`src/design/btls_pkg.sv`:
```
// Package: constants, register codes and reset values for the burst triggered light switch.
`timescale 1ns / 1ps
`default_nettype none
package btls_pkg;

    localparam int CHANNELS_DEF     = 4;
    localparam int SAMPLE_WIDTH_DEF = 16;

    localparam int TS_W     = 31;
    localparam int DELAY_W  = 12;
    localparam int CFG_W    = 16;
    localparam int RUN_W    = 17;
    localparam int TIME_W   = 33;
    localparam int PADDR_W  = 5;
    localparam int PDATA_W  = 32;
    localparam int OUT_W    = 8;

    localparam logic [RUN_W-1:0]         RUN_MAX = RUN_W'(65536);
    localparam logic signed [TIME_W-1:0] NO_TIME = -TIME_W'(1);

    localparam logic [CFG_W-1:0] THRESHOLD_RST    = '0;
    localparam logic [CFG_W-1:0] WINDOW_COUNT_RST = CFG_W'(100);
    localparam logic [CFG_W-1:0] LIGHT_TICKS_RST  = CFG_W'(200);
    localparam logic [CFG_W-1:0] IGNORE_TICKS_RST = CFG_W'(1000);
    localparam logic [CFG_W-1:0] CLEAR_TICKS_RST  = CFG_W'(2000);

    typedef enum logic [2:0] {
        REG_THRESHOLD    = 3'd0,
        REG_WINDOW_COUNT = 3'd1,
        REG_LIGHT_TICKS  = 3'd2,
        REG_IGNORE_TICKS = 3'd3,
        REG_CLEAR_TICKS  = 3'd4,
        REG_DELAY_ENABLE = 3'd5
    } cfg_reg_t;

endpackage
`default_nettype wire

```
`src/design/burst_triggered_light_switch.sv`:
```
// Top level: run counting, crossing latch and light timing in one registered pass.
//
// Each accepted word is held in an input register, all per-channel threshold compares,
// run counts and timer checks are evaluated in one pass of short logic, and the result
// word is loaded into the output register once that register is free, so a new word
// can be accepted every cycle while the output is not stalled. The output register
// decouples the two sides: the input register keeps taking words while the output is
// free or being taken in the same cycle. A clear word (tuser high) resets all run
// counts, the latch, the light and the timers and opens a window of clear_ticks during
// which crossings are ignored; its result is all zero.
`timescale 1ns / 1ps
`default_nettype none
module burst_triggered_light_switch #(
    parameter int CHANNELS     = btls_pkg::CHANNELS_DEF,
    parameter int SAMPLE_WIDTH = btls_pkg::SAMPLE_WIDTH_DEF,
    parameter int S_TDATA_W    = ((btls_pkg::TS_W + CHANNELS * SAMPLE_WIDTH
                                   + btls_pkg::DELAY_W + 7) / 8) * 8
) (
    input  wire logic                          aclk,
    input  wire logic                          aresetn,
    // tdata: timestamp, sample_0 .. sample_{CHANNELS-1}, delay_ticks, zero pad
    input  wire logic [S_TDATA_W-1:0]          s_tdata,
    // tuser: action (0 sample, 1 clear)
    input  wire logic                          s_tuser,
    input  wire logic                          s_tvalid,
    output logic                               s_tready,
    // tdata: light_on, crossing_latched, any_crossing, zero pad
    output logic [btls_pkg::OUT_W-1:0]         m_tdata,
    output logic                               m_tvalid,
    input  wire logic                          m_tready,
    input  wire logic                          psel,
    input  wire logic                          penable,
    input  wire logic                          pwrite,
    input  wire logic [btls_pkg::PADDR_W-1:0]  paddr,
    input  wire logic [btls_pkg::PDATA_W-1:0]  pwdata,
    output logic [btls_pkg::PDATA_W-1:0]       prdata,
    output logic                               pready
);
    import btls_pkg::*;

    localparam int CMP_W    = (SAMPLE_WIDTH > CFG_W) ? SAMPLE_WIDTH : CFG_W;
    localparam int DELAY_LO = TS_W + CHANNELS * SAMPLE_WIDTH;

    // configuration
    logic [CFG_W-1:0] threshold_reg, window_reg, light_ticks_reg;
    logic [CFG_W-1:0] ignore_ticks_reg, clear_ticks_reg;
    logic             delay_en_reg;
    logic             cfg_wr;

    // input register
    logic                           in_valid_reg, in_valid_next;
    logic                           in_action_reg;
    logic [TS_W-1:0]                in_ts_reg;
    logic signed [SAMPLE_WIDTH-1:0] in_sample_reg [CHANNELS];
    logic [DELAY_W-1:0]             in_delay_reg;

    // state
    logic [RUN_W-1:0]         run_reg [CHANNELS];
    logic [RUN_W-1:0]         run_next [CHANNELS];
    logic                     latch_reg, latch_next;
    logic                     light_reg, light_next;
    logic signed [TIME_W-1:0] light_off_reg, light_off_next;
    logic signed [TIME_W-1:0] ignore_until_reg, ignore_until_next;
    logic signed [TIME_W-1:0] clear_until_reg, clear_until_next;
    logic signed [TIME_W-1:0] fire_reg, fire_next;

    // output register
    logic             m_tvalid_reg, m_tvalid_next;
    logic [OUT_W-1:0] m_tdata_reg, m_tdata_next;

    logic                     out_free, proc, any_cross, ok;
    logic signed [TIME_W-1:0] ts, delay_t;
    logic signed [CMP_W-1:0]  thr_x, samp_x;

    assign pready = 1'b1;
    assign cfg_wr = psel && penable && pwrite && pready;

    always_ff @(posedge aclk) begin
        if (!aresetn) begin
            threshold_reg    <= THRESHOLD_RST;
            window_reg       <= WINDOW_COUNT_RST;
            light_ticks_reg  <= LIGHT_TICKS_RST;
            ignore_ticks_reg <= IGNORE_TICKS_RST;
            clear_ticks_reg  <= CLEAR_TICKS_RST;
            delay_en_reg     <= 1'b0;
        end else if (cfg_wr) begin
            unique case (cfg_reg_t'(paddr[4:2]))
                REG_THRESHOLD:    threshold_reg    <= pwdata[CFG_W-1:0];
                REG_WINDOW_COUNT: window_reg       <= pwdata[CFG_W-1:0];
                REG_LIGHT_TICKS:  light_ticks_reg  <= pwdata[CFG_W-1:0];
                REG_IGNORE_TICKS: ignore_ticks_reg <= pwdata[CFG_W-1:0];
                REG_CLEAR_TICKS:  clear_ticks_reg  <= pwdata[CFG_W-1:0];
                REG_DELAY_ENABLE: delay_en_reg     <= pwdata[0];
                default: ;
            endcase
        end
    end

    always_comb begin
        unique case (cfg_reg_t'(paddr[4:2]))
            REG_THRESHOLD:    prdata = {{(PDATA_W-CFG_W){threshold_reg[CFG_W-1]}},
                                        threshold_reg};
            REG_WINDOW_COUNT: prdata = PDATA_W'(window_reg);
            REG_LIGHT_TICKS:  prdata = PDATA_W'(light_ticks_reg);
            REG_IGNORE_TICKS: prdata = PDATA_W'(ignore_ticks_reg);
            REG_CLEAR_TICKS:  prdata = PDATA_W'(clear_ticks_reg);
            REG_DELAY_ENABLE: prdata = PDATA_W'(delay_en_reg);
            default:          prdata = '0;
        endcase
    end

    // handshake
    assign out_free = !m_tvalid_reg || m_tready;
    assign proc     = in_valid_reg && out_free;
    assign s_tready = !in_valid_reg || out_free;
    assign m_tvalid = m_tvalid_reg;
    assign m_tdata  = m_tdata_reg;

    always_comb begin
        in_valid_next = in_valid_reg;
        if (s_tvalid && s_tready) begin
            in_valid_next = 1'b1;
        end else if (proc) begin
            in_valid_next = 1'b0;
        end
        m_tvalid_next = m_tvalid_reg;
        if (proc) begin
            m_tvalid_next = 1'b1;
        end else if (m_tready) begin
            m_tvalid_next = 1'b0;
        end
    end

    always_ff @(posedge aclk) begin
        if (!aresetn) begin
            in_valid_reg <= 1'b0;
            m_tvalid_reg <= 1'b0;
        end else begin
            in_valid_reg <= in_valid_next;
            m_tvalid_reg <= m_tvalid_next;
        end
    end

    always_ff @(posedge aclk) begin
        if (s_tvalid && s_tready) begin
            in_action_reg <= s_tuser;
            in_ts_reg     <= s_tdata[TS_W-1:0];
            in_delay_reg  <= s_tdata[DELAY_LO +: DELAY_W];
            for (int i = 0; i < CHANNELS; i++) begin
                in_sample_reg[i] <= s_tdata[TS_W + i*SAMPLE_WIDTH +: SAMPLE_WIDTH];
            end
        end
        if (proc) begin
            m_tdata_reg <= m_tdata_next;
        end
    end

    // one pass over the held word
    always_comb begin
        ts      = $signed({2'b00, in_ts_reg});
        delay_t = $signed({{(TIME_W-DELAY_W){1'b0}}, in_delay_reg});
        thr_x   = CMP_W'($signed(threshold_reg));
        samp_x  = '0;
        any_cross = 1'b0;
        for (int i = 0; i < CHANNELS; i++) begin
            samp_x = CMP_W'(in_sample_reg[i]);
            if (samp_x >= thr_x) begin
                run_next[i] = (run_reg[i] == RUN_MAX) ? run_reg[i] : run_reg[i] + 1'b1;
            end else begin
                run_next[i] = '0;
            end
            if (run_next[i] > {1'b0, window_reg}) begin
                any_cross = 1'b1;
            end
        end
        ok = (ts >= ignore_until_reg) && (ts >= clear_until_reg);

        latch_next        = latch_reg;
        light_next        = light_reg;
        light_off_next    = light_off_reg;
        ignore_until_next = ignore_until_reg;
        clear_until_next  = clear_until_reg;
        fire_next         = fire_reg;

        if (in_action_reg) begin
            for (int i = 0; i < CHANNELS; i++) begin
                run_next[i] = '0;
            end
            any_cross         = 1'b0;
            latch_next        = 1'b0;
            light_next        = 1'b0;
            light_off_next    = NO_TIME;
            ignore_until_next = NO_TIME;
            fire_next         = NO_TIME;
            clear_until_next  = ts + $signed({{(TIME_W-CFG_W){1'b0}}, clear_ticks_reg});
        end else begin
            if (delay_en_reg) begin
                priority if (any_cross && ok && !latch_reg) begin
                    latch_next = 1'b1;
                    fire_next  = NO_TIME;
                end else if (latch_reg && !any_cross && ok) begin
                    latch_next = 1'b0;
                    fire_next  = ts + delay_t;
                end else if (!any_cross && !fire_reg[TIME_W-1] && ts >= fire_reg) begin
                    light_next        = 1'b1;
                    light_off_next    = ts + $signed({{(TIME_W-CFG_W){1'b0}}, light_ticks_reg});
                    ignore_until_next = ts + $signed({{(TIME_W-CFG_W){1'b0}},
                                                      ignore_ticks_reg});
                    fire_next         = NO_TIME;
                end else begin
                    latch_next = latch_reg;
                end
            end else begin
                priority if (any_cross && ok && !latch_reg) begin
                    latch_next        = 1'b1;
                    light_next        = 1'b1;
                    light_off_next    = ts + $signed({{(TIME_W-CFG_W){1'b0}}, light_ticks_reg});
                    ignore_until_next = ts + $signed({{(TIME_W-CFG_W){1'b0}},
                                                      ignore_ticks_reg});
                end else if (latch_reg && !any_cross) begin
                    latch_next = 1'b0;
                end else begin
                    latch_next = latch_reg;
                end
            end
            if (light_next && ts >= light_off_next) begin
                light_next     = 1'b0;
                light_off_next = NO_TIME;
            end
        end
        m_tdata_next = {{(OUT_W-3){1'b0}}, any_cross, latch_next, light_next};
    end

    always_ff @(posedge aclk) begin
        if (!aresetn) begin
            for (int i = 0; i < CHANNELS; i++) begin
                run_reg[i] <= '0;
            end
            latch_reg        <= 1'b0;
            light_reg        <= 1'b0;
            light_off_reg    <= NO_TIME;
            ignore_until_reg <= NO_TIME;
            clear_until_reg  <= NO_TIME;
            fire_reg         <= NO_TIME;
        end else if (proc) begin
            for (int i = 0; i < CHANNELS; i++) begin
                run_reg[i] <= run_next[i];
            end
            latch_reg        <= latch_next;
            light_reg        <= light_next;
            light_off_reg    <= light_off_next;
            ignore_until_reg <= ignore_until_next;
            clear_until_reg  <= clear_until_next;
            fire_reg         <= fire_next;
        end
    end

    a_clear_result: assert property (@(posedge aclk) disable iff (!aresetn)
        proc && in_action_reg |=> m_tvalid && m_tdata[2:0] == 3'b000)
        else $error("clear word gave a non-zero result");

    a_light_timer: assert property (@(posedge aclk) disable iff (!aresetn)
        light_reg |-> light_off_reg != NO_TIME)
        else $error("light on without an off time");

    a_latch_drop: assert property (@(posedge aclk) disable iff (!aresetn)
        proc && !in_action_reg && !delay_en_reg && !any_cross |=> !latch_reg)
        else $error("latch held without a crossing in direct mode");

    a_input_free: assert property (@(posedge aclk) disable iff (!aresetn)
        !in_valid_reg |-> s_tready)
        else $error("input stalled with an empty input register");

    a_result_match: assert property (@(posedge aclk) disable iff (!aresetn)
        proc |=> m_tdata[1] == latch_reg && m_tdata[0] == light_reg)
        else $error("result word disagrees with state");

endmodule
`default_nettype wire

```
`config.mk`:
```
export PLATFORM = sky130hd
export DESIGN_NAME = burst_triggered_light_switch
export DESIGN_NICKNAME = d
export VERILOG_FILES = /design/src/design/btls_pkg.sv /design/src/design/burst_triggered_light_switch.sv
export SDC_FILE = /design/constraint.sdc
export NUM_CORES = 1
export LEC_CHECK = 0
export ABC_CLOCK_PERIOD_IN_PS = 8500
export BUFFER_PORTS_ARGS = -buffer_cell sky130_fd_sc_hd__buf_2
export CELL_PAD_IN_SITES_DETAIL_PLACEMENT = 1
export CELL_PAD_IN_SITES_GLOBAL_PLACEMENT = 1
export CORE_AREA = 2 2 315 192
export CTS_CLUSTER_DIAMETER = 50
export DETAILED_ROUTE_END_ITERATION = 8
export DIE_AREA = 0 0 317 194
export MAX_ROUTING_LAYER = met4
export PLACE_DENSITY_LB_ADDON = 0.15
export SLEW_MARGIN = 10
export SYNTH_ARGS = -nofsm -noshare
export SYNTH_HDL_FRONTEND = slang
export SYNTH_SLANG_ARGS = --single-unit
```
`constraint.sdc`:
```
create_clock -name aclk -period 8.5 [get_ports aclk]
set_input_delay 0.85 -clock aclk [delete_from_list [all_inputs] [get_ports aclk]]
set_output_delay 0.85 -clock aclk [all_outputs]
set_load 0.1 [all_outputs]
```
==> key figures <==
Status
  • Outcome: completed

Timing
  • TNS Setup: 0 ns
  • Worst-margin pin slew: between 1 and 1.5 ns
  • Slew Viols, Final: 0
  • Tmin final: approximately 8 ns
  • Final period util: 94.7%
  • Final hold vios: 0
  • Final Setup Violations: 0
  • Clock Skew: 0.0144 ns
  • Unrepaired setup endpoints after global routing: false
  • Fmax: between 0.1 and 0.15 GHz
  • Slew headroom: 9.06%

Global routing
  • Total track usage: around 30%
  • Vias in the first global route: 23400
  • Largest net degree at the start of global routing: 82
  • Top Usage Layer GRT: met2
  • Met3 usage: 5.42%
  • GR Util met2: 42.7%
  • Total grt overflow: 0
  • First-pass GRT wire length: ~140 mm
  • GR Util met1: between 40% and 50%
  • Initial antenna violation count: 2

CTS
  • Root buffer cell: clkbuf_16
  • CTS tree: done
  • CTS sink cnt: between 300 and 400
  • Cts bufs inserted: 46
  • Clock tree buffer depth: 3
  • Worst-Skew Late Latency: 0.62 ns
  • Clock-pin transition on the worst setup and hold timing paths: roughly 0.06 ns
  • H-tree Lvls: 2

Synthesis
  • Post-synthesis cell count: around 2800
  • Sequential area share after synthesis: a little under two fifths
  • Number of flops mapped to enable cells by yosys: ~180
  • Mapped Area: roughly 0.026 mm²
  • Distinct cells, synth: 80
  • Post-synth top area share: 20.5%
  • Top FF cell, synth: dfxtp_1
  • Top cells by count, synth: ha_1 (320), nand2_1 (270), nor2_1 (243)
  • Yosys Warn Count: 0
  • Ys async rst share: 0%
  • Largest cells by area after synthesis: edfxtp_1 (21%), dfxtp_1 (17%), ha_1 (15%)
  • Yosys top cell by area: edfxtp_1
  • Syn avg cell area: 9.20 µm²
  • Synth Register Bits: approximately 400
  • Most instantiated library cell after synthesis: ha_1

Placement
  • Gpl congestion: between 0.9 and 1
  • Final HPWL DP: 67.7 mm
  • Number of I/O port buffers: 170

Pwr
  • Static Leak: between 10 and 15 nW
  • Sw Ratio: approximately 30%
  • Clock network fraction of total power: about 41%
  • Total Power: a little over 5 mW
  • Logic pwr share: about 17%
  • VDD IR-drop max: 0.000137 V
  • Pwr dens: about 170 mW/mm²
  • Net Sw Power: 1.50 mW
  • Power Internal: around 3.6 mW
  • Reg power frac: between 40% and 50%

Detailed routing
  • WL final: 89.0 mm
  • Via Count: 22600
  • Drt wl/cell: ~23 µm
  • Drt pass-1 iters: 5
  • Vias/cell: about 5.9
  • Antenna-violating nets left: 0
  • Residual DRC: 0
  • DRT iter0 DRCs: 1728

Critical path
  • Buf/Inv on CP: 6
  • Worst Setup End Kind: flop
  • Crit path max fanout: 30
  • Slowest-stage cell, CP: or4_1
  • Biggest cell delay along the critical path: ~0.63 ns
  • Crit-path leading delay family: simple AND/OR/NAND/NOR gates
  • Reg2reg setup slack: 0.45 ns
  • CP Data Required Time: ~9.0 ns
  • Startpoint Class: flop
  • Critical Path AT: ~8.6 ns
  • WS Path Type: reg -> reg

Hold path
  • Hold Crit Class: in -> reg

Layout
  • Fillers: 6692
  • Largest register FFs: a little under 70
  • Share of cells above drive strength 1: 11.5%
  • Final #Nets: 3461
  • Area Growth Syn to Fin: 12.2%

Floorplan
  • I/O pins: 200
  • Die X: 317 µm
  • Initial Utilization: ~45%
  • Die H: between 150 and 200 µm
  • Row cnt: 69
  • Core footprint: a little under 0.06 mm²
  • Full die area: slightly above 0.06 mm²

Job
  • Max_cap viols: 0
cells in the final DEF (no fill, tap or decap), drive strengths merged, types with 10 or more instances in the layout:
cell type,instances
a2bb2oi,22
nor3,100
clkbuf,66
a211oi,16
o21a,21
inv,177
a21boi,65
dfxtp,217
nand4,59
xor2,92
o211ai,39
nand2b,14
o31ai,10
nor2b,61
mux2i,81
and2,19
clkinv,11
nor4,22
o21ai,78
nor2,243
a31o,10
or2,11
mux2,10
a22oi,19
a21oi,111
xnor2,67
a31oi,24
edfxtp,179
buf,220
or3,11
nor4b,12
o22a,32
a21o,48
nand3,105
ha,320
and3,35
nand2,270
o22ai,12
logic make-up (layout without fill, tap and decap cells):
| kind of cell | Yosys count | after routing | synth area share, % |
|---|---|---|---|
| other | 2 | 7 | 0.0287 |
| AOI/OAI and AO/OA | 568 | 568 | 15.0 |
| DFF | 396 | 396 | 37.1 |
| muxes | 92 | 92 | 3.61 |
| buffers and inverters | 314 | 479 | 5.03 |
| adders and majority gates | 324 | 324 | 15.6 |
| xor gates and xnor gates | 159 | 159 | 5.31 |
| and+or+nand+nor | 994 | 994 | 18.3 |
path summary, 6_finish.rpt:
kind                                            end                 from  cells past startpoint
worst max-delay path              light_off_reg[13]            thr_x[11]                     33
worst min-delay path            in_sample_reg[3][4]          s_tdata[83]                      1
worst max register to register    light_off_reg[13]            thr_x[11]                     33
worst min register to register  clear_until_reg[32]  clear_until_reg[32]                      2
cell type report:
cell class	instances	area [µm²]	area share, %
clock inverter	20	189	0.642
multi-input combinational	2143	15200	51.8
clock buffer	66	1370	4.67
timing repair buffer	220	1270	4.30
sequential	396	9720	33.0
antenna	1	2.50	0.00851
tap	781	977	3.32
inverter	173	649	2.21
routing by layer:
layer  part of all wire (%)  up-vias
met5                      0        -
met4                    2.0        0
met3                    7.4      119
met2                     42      665
met1                     48    11200
li1                       -    10500
power by group through the flow:
stage | Sequential [mW] | Combinational, mW | Clock, mW
floorplan | 2.17 | 0.558 | 0
global placement | 2.17 | 0.782 | 0
detailed placement | 2.18 | 0.827 | 0
CTS | 2.14 | 0.835 | 2.13
global route | 2.14 | 0.929 | 2.21
finish | 2.14 | 0.850 | 2.10
timing repair:
item,CTS,global route
setup endpoints to repair,0,34
resized for setup,0,8
buffers inserted,0,1
hold buffers,0,0
stage by stage:
| step | area, µm² | utilization (%) | worst slack (ns) | cells | hold WS [ns] |
|---|---|---|---|---|---|
| CTS | 29400 | 50.1 | 0.395 | 3798 | 0.372 |
| global route | 29400 | 50.2 | 0.0309 | 3800 | 0.382 |
| global placement | 27800 | 47.4 | 0.746 | 3712 | 0.441 |
| detailed placement | 27800 | 47.4 | 0.458 | 3712 | 0.458 |
| floorplan | 26200 | - | 1.45 | 2853 | 0.422 |
| finish | 29400 | 50.2 | 0.452 | 3800 | 0.397 |
(Power assumes the default switching activity.)
